==> src/rtl/core/ldvn_pkg.sv <==
// Shared types and constants for the light direction view normalize block.
// Used by every module under rtl/core except ldvn_checker.
package ldvn_pkg;

  localparam int MATRIX_ELEM_BITS_DEF = 16;
  localparam int ROW_W  = 48;
  localparam int MAG_W  = 24;
  localparam int SQ_W   = 2 * MAG_W;
  localparam int SUM_W  = SQ_W + 2;
  localparam int RHS_W  = SQ_W + 14;
  localparam int R_W    = 7;
  localparam int RSQ_W  = 14;
  localparam int CMP_W  = 64;
  localparam int HALF_W = 25;
  localparam int PP_W   = RSQ_W + HALF_W;
  localparam int OUT_LEN  = 120;
  localparam int LEN_SQ   = 14400;
  localparam int ITER_N   = 7;
  localparam int CFG_IDX_W = 2;

  localparam logic [CFG_IDX_W-1:0] REG_ROW0 = 2'd0;
  localparam logic [CFG_IDX_W-1:0] REG_ROW1 = 2'd1;
  localparam logic [CFG_IDX_W-1:0] REG_ROW2 = 2'd2;

  localparam logic [ROW_W-1:0] ROW0_RST = 48'd16384;
  localparam logic [ROW_W-1:0] ROW1_RST = 48'd1073741824;
  localparam logic [ROW_W-1:0] ROW2_RST = 48'd70368744177664;

  typedef struct packed {
    logic [7:0] red;
    logic [7:0] green;
    logic [7:0] blue;
    logic       xf;
    logic [7:0] dx;
    logic [7:0] dy;
    logic [7:0] dz;
  } light_t;

  typedef struct packed {
    light_t                      lt;
    logic [2:0]                  neg;
    logic [2:0][MAG_W-1:0]       mag;
  } mid_t;

endpackage

==> src/rtl/core/ldvn_xform.sv <==
// Matrix product, magnitude and range scaling: four pipeline stages.
// Depends on ldvn_pkg.
module ldvn_xform #(
  parameter int MATRIX_ELEM_BITS = ldvn_pkg::MATRIX_ELEM_BITS_DEF
) (
  input  logic                        clk,
  input  logic                        rst_n,
  input  logic                        en,
  input  logic                        in_v,
  input  ldvn_pkg::light_t            in_lt,
  input  logic [ldvn_pkg::ROW_W-1:0]  row0,
  input  logic [ldvn_pkg::ROW_W-1:0]  row1,
  input  logic [ldvn_pkg::ROW_W-1:0]  row2,
  output logic                        out_v,
  output ldvn_pkg::mid_t              out_mid
);
  import ldvn_pkg::*;

  localparam int E   = MATRIX_ELEM_BITS;
  localparam int PW  = E + 8;
  localparam int AW  = E + 10;
  localparam int SHW = $clog2(AW);

  logic [2:0][63:0]         rows_ext;
  logic [2:0][2:0][E-1:0]   ent;
  logic [2:0][7:0]          dv;

  logic                     v1_r, v2_r, v3_r, v4_r;
  light_t                   lt1_r, lt2_r, lt3_r;
  logic [2:0][2:0][PW-1:0]  prod_r;
  logic [2:0]               neg2_r, neg3_r;
  logic [2:0][AW-1:0]       mag2_r, mag3_r;
  logic [SHW-1:0]           sh3_r;
  mid_t                     mid4_r;

  logic [2:0][AW-1:0]       acc_c, mag_c;
  logic [AW-1:0]            or_c;
  logic [SHW-1:0]           msb_c, sh_c;
  logic [2:0][63:0]         shf_c;

  assign rows_ext = {{16'd0, row2}, {16'd0, row1}, {16'd0, row0}};
  assign dv = {in_lt.dz, in_lt.dy, in_lt.dx};

  for (genvar k = 0; k < 3; k++) begin : g_row
    for (genvar j = 0; j < 3; j++) begin : g_col
      localparam int SH = j * E;
      if (SH < 64) begin : g_in
        logic [63:0] t;
        assign t = rows_ext[k] >> SH;
        assign ent[k][j] = t[E-1:0];
      end else begin : g_out
        assign ent[k][j] = '0;
      end
    end
  end

  always_comb begin
    or_c  = '0;
    msb_c = '0;
    for (int i = 0; i < 3; i++) begin
      acc_c[i] = AW'($signed(prod_r[0][i])) + AW'($signed(prod_r[1][i]))
               + AW'($signed(prod_r[2][i]));
      mag_c[i] = acc_c[i][AW-1] ? (~acc_c[i] + AW'(1)) : acc_c[i];
    end
    for (int i = 0; i < 3; i++) or_c = or_c | mag2_r[i];
    for (int b = 0; b < AW; b++) if (or_c[b]) msb_c = SHW'(b);
    sh_c = (msb_c > SHW'(MAG_W - 1)) ? SHW'(msb_c - SHW'(MAG_W - 1)) : '0;
    for (int i = 0; i < 3; i++) shf_c[i] = 64'(mag3_r[i]) >> sh3_r;
  end

  always_ff @(posedge clk) begin
    if (!rst_n) begin
      v1_r <= 1'b0;
      v2_r <= 1'b0;
      v3_r <= 1'b0;
      v4_r <= 1'b0;
    end else if (en) begin
      v1_r <= in_v;
      v2_r <= v1_r;
      v3_r <= v2_r;
      v4_r <= v3_r;
    end
  end

  always_ff @(posedge clk) begin
    if (en) begin
      lt1_r <= in_lt;
      for (int k = 0; k < 3; k++)
        for (int j = 0; j < 3; j++)
          prod_r[k][j] <= PW'($signed(dv[k]) * $signed(ent[k][j]));
      lt2_r <= lt1_r;
      for (int i = 0; i < 3; i++) begin
        neg2_r[i] <= acc_c[i][AW-1];
        mag2_r[i] <= mag_c[i];
      end
      lt3_r  <= lt2_r;
      neg3_r <= neg2_r;
      mag3_r <= mag2_r;
      sh3_r  <= sh_c;
      mid4_r.lt  <= lt3_r;
      mid4_r.neg <= neg3_r;
      for (int i = 0; i < 3; i++) mid4_r.mag[i] <= shf_c[i][MAG_W-1:0];
    end
  end

  assign out_v   = v4_r;
  assign out_mid = mid4_r;

endmodule

==> config.mk <==
export PLATFORM = sky130hd
export DESIGN_NAME = ldvn_xform
export DESIGN_NICKNAME = d
export VERILOG_FILES = /design/src/rtl/core/ldvn_pkg.sv /design/src/rtl/core/ldvn_xform.sv
export SDC_FILE = /design/constraint.sdc
export NUM_CORES = 2
export LEC_CHECK = 0
export BUFFER_PORTS_ARGS = -buffer_cell sky130_fd_sc_hd__buf_2
export CELL_PAD_IN_SITES_DETAIL_PLACEMENT = 0
export CELL_PAD_IN_SITES_GLOBAL_PLACEMENT = 1
export CORE_ASPECT_RATIO = 2
export CORE_UTILIZATION = 40
export DETAILED_ROUTE_END_ITERATION = 6
export GPL_ROUTABILITY_DRIVEN = 0
export GPL_TIMING_DRIVEN = 0
export PLACE_DENSITY_LB_ADDON = 0.1
export SYNTH_ARGS = -nofsm -noshare
export SYNTH_HDL_FRONTEND = slang
export SYNTH_SLANG_ARGS = --single-unit
==> constraint.sdc <==
create_clock -name clk -period 10.3 [get_ports clk]
set_clock_uncertainty 0.05 [all_clocks]
set_input_delay 2.06 -clock clk [delete_from_list [all_inputs] [get_ports clk]]
set_output_delay 2.06 -clock clk [all_outputs]
set_load 0.02 [all_outputs]
# Yosys cells after proc, flatten, opt, wreduce, memory -nomap -nowiden
# Index checks and enable logic that the tools add are counted.
# word_totals
reg_bits,658
latch_bits,0
ram_bits,0
rom_bits,0
in_bits,197
out_inout_bits,125
wordCells,113
mem_count,0
# op_classes
n_addsub,10
mul,9
div_mod_pow,0
n_lt_le_gt_ge,1
n_eq_ne,0
shifts,3
n_mux,28
bitwise_logic,5
reduce_logical,0
# ops
cell,n
$mul 8x16->24,9
$add 25x24->26,3
$add 26x1->26 const B,3
$not 26->26,3
$shr 26x5->24,3
$add 24x24->25,3
$mux 25,3
$mux 5,14
$or 26x26->26,2
$mux 4,4
$mux 3,4
$gt 5x5->1 const B,1
$sub 5x5->5 const B,1
$mux 2,2
$mux 1,1

# Logic depth before layout (Yosys ltp)
# logic_depth
word_depth,28
depth_mapped,24

# Worst setup path after synthesis
# OpenSTA, ideal clock, no wires.
# synth_timing
path_type,in2reg
from,input in_lt[7] in the netlist's numbering
to,"register prod_r[191] in the netlist's numbering, data pin"
setup_ps,259
arrival_ps,7068
t_required_ps,9991
slack_ps,2923
path_stages,21
path_cell_list,clkbuf_1 inv_1 clkbuf_1 fa_1 fa_1 inv_1 fa_1 inv_1 fa_1 inv_1 ha_1 o21a_1 o21ai_0 nand2b_1 a41oi_1 o21ai_0 nor4_1 nor4_1 a2111oi_0 a21oi_1 xnor2_1
# synth_via
elab_chain_len,1
# synth_rtl
item,line_no,rtl
"start, declared",ldvn_xform.sv:10,"input ldvn_pkg::light_t in_lt,"
$mul 8x16->24,ldvn_xform.sv:90,prod_r[k][j] <= PW'($signed(dv[k]) * $signed(ent[k][j]));
"end signal, assigned by index",ldvn_xform.sv:90,
"end, declared",ldvn_xform.sv:30,logic [2:0][2:0][PW-1:0] prod_r;
# No other way between the ends.
# A chain may end at the register's enable or synchronous reset.

# Worst setup path in the final report
# Ends and elaborated chain as after synthesis.

==> metrics <==
Post-route DRC=0; synth cell count leaders=inv_1, fa_1, and2_1; sequential-to-total area share from yosys stat=27.98%; Worst Max-Slew Pin Slew=1507 ps; number of synthesized flops with an enable pin=654; vias in the first global route=52609; Clk Latency, worst-skew pair=680 ps; synth-to-layout area growth=10.17%; Min Clock Period, post-route=8835 ps; clock-pin slew on the worst setup and hold paths=70 ps; violated checks=max-capacitance violations, max-slew violations; first-pass GRT wire length=329.5 mm; antenna violations before repair=40; Setup TNS Final=0 ps; most repeated cell in the gate-level netlist after synthesis=inv_1; buffers inserted during post-CTS setup optimization=0; maximum achievable frequency=0.1132 GHz; Critical Path Start Type=input pin; initial core utilization=40.31%; antenna viol nets, final=0; # nets final=8743; Worst Path Required=10650 ps; CTS Hold Bufs=0; aggregate routed wire length=222.1 mm; Max transition margin=-1.187%; grt ovf=0; netlist area before placement=70480 µm²; largest area contributor in the synthesized netlist=fa_1; number of pins exceeding their max-slew limit in the final report=7; Top FF cell, synth=edfxtp_1; pin count of the biggest net entering global routing=139; number of buffers inserted during clock tree synthesis=70; number of clock sinks=658; number of buffer cells added on primary ports=321; die area=178000 µm²; via density per instance=5.116; Die Span X=298.8 µm; critical setup path kind=input pin to register; final core utilization=44.41%; warning count from the yosys run=0; ratio of cells with drive above 1 in the final layout=7.417%; final hold viol count=0; number of distinct standard cells referenced by the synthesized netlist=87; crit end category=register; number of I/O pins=322; root cell of the clock tree=clkbuf_16; # H-tree levels=3; Final HPWL DP=187.8 mm; Site Rows=217; post-CTS resize count=0; Chip Height=595.6 µm; total non-filler cell area in the finished layout=77650 µm²; setup violators final=0; Period Utilization, post-route=85.78%; setup repair after global routing missed its margin=no; crit-path max FO=12; clock tree from TritonCTS=done; data arrival time of the critical path=9190 ps; max-cap violations=2; number of DRC markers in iteration 0=2170; cell area reported after detailed placement=75120 µm²; routed wirelength normalized by instance count=23.44 µm; number of instances in the synthesized netlist=6664; number of vias in the routed layout=48478; Pre-Repair DR Iteration Count=5; Synth top area share=28.46%; overall track demand over capacity in global routing=25.34%; Core Box Area=174900 µm²; Clock Path Buffers=3; worst hold path type=register to register; leading post-synthesis cells by cell area=fa_1, edfxtp_1, ha_1; outcome=finished with violations; mean area per synthesized cell=10.58 µm²; Yosys reg bits=658; share of flip-flops with an asynchronous set or reset=0%
-- path summary, 6_finish.rpt --
check                           start                    end  slack [ps]  depth (start not counted)
hold reg to reg   mag2_r[0]$_DFFE_PP_    mag3_r[0]$_DFFE_PP_         350                          0
setup reg to reg  prod_r[1]$_DFFE_PP_   mag2_r[20]$_DFFE_PP_        4570                         16
setup / recovery             in_lt[7]  prod_r[191]$_DFFE_PP_        1460                         20
hold / removal    mag2_r[0]$_DFFE_PP_    mag3_r[0]$_DFFE_PP_         350                          0
-- per-stage QoR --
stage / instances / setup WS (ps) / hold WS (ps)
floorplan: 6665 / 2923 / 350.3
global placement: 9285 / -3360 / 350.1
detailed placement: 9290 / 566.6 / 354.5
CTS: 9418 / 1273 / 334.5
global route: 9454 / 1008 / 361.9
finish: 9476 / 1465 / 351.8
-- critical path, stage by stage --
cell	delay [ps]
buf_2	140
clkbuf_1	760
inv_1	430
clkbuf_1	640
fa_1	690
fa_1	520
inv_1	50
fa_1	440
fa_1	490
ha_1	340
o21a_1	190
o21ai_0	150
nand2b_1	100
a41oi_1	380
o21ai_0	240
nor4_1	370
nor4_1	130
a2111oi_0	700
a21oi_1	170
xnor2_1	170
-- flip-flops by register name, indices dropped and copies added, names as in the netlist, 3 cells and up --
name and count:
neg3_r 3, lt1_r 49, mag2_r 78, out_mid 124
sh3_r 5, mag3_r 78, prod_r 216, lt2_r 49
neg2_r 3, lt3_r 49
-- placed cells by master, fill, tap and decap left out, drive strengths merged, types with 76 or more instances in the layout --
cell type	count
nor3	100
ha	481
nand2b	156
clkbuf	267
a21oi	158
o21ai	181
nor2	268
nand2	530
edfxtp	654
fa	1002
inv	1177
buf	338
xnor2	243
and2	727
xor2	76
-- layout make-up --
class                           instances  area (µm²)
Inverter                             1172        4399
Clock buffer                           80        1842
Antenna cell                           58       145.1
Fill cell                           16942       97210
Timing Repair Buffer                  326        1754
Tap cell                             2299        2877
Buffer                                199       752.0
Multi-Input combinational cell       4636       45620
Sequential cell                       658       19720
Clock inverter                         48       544.3
-- logic make-up after synthesis --
logic type	share of synthesized area (%)
other	0.005321
buffers and inverters	7.309
xor gates and xnor gates	3.964
adders and majority gates	37.00
AOI/OAI and AO/OA	6.622
DFF	27.98
and+or+nand+nor	14.77
muxes	2.356
-- layer usage --
layer	track usage [%]	vias to the layer above	share of wire [%]
met2	50.21	1152	57
li1	-	22320	-
met3	2.676	506	3.4
met5	0	-	0.038
met4	16.96	12	8.0
met1	24.00	24488	32
Power is left out: the tool's default activity adds up to more than one toggle a clock period on the data nets, which glitch-free logic cannot reach.
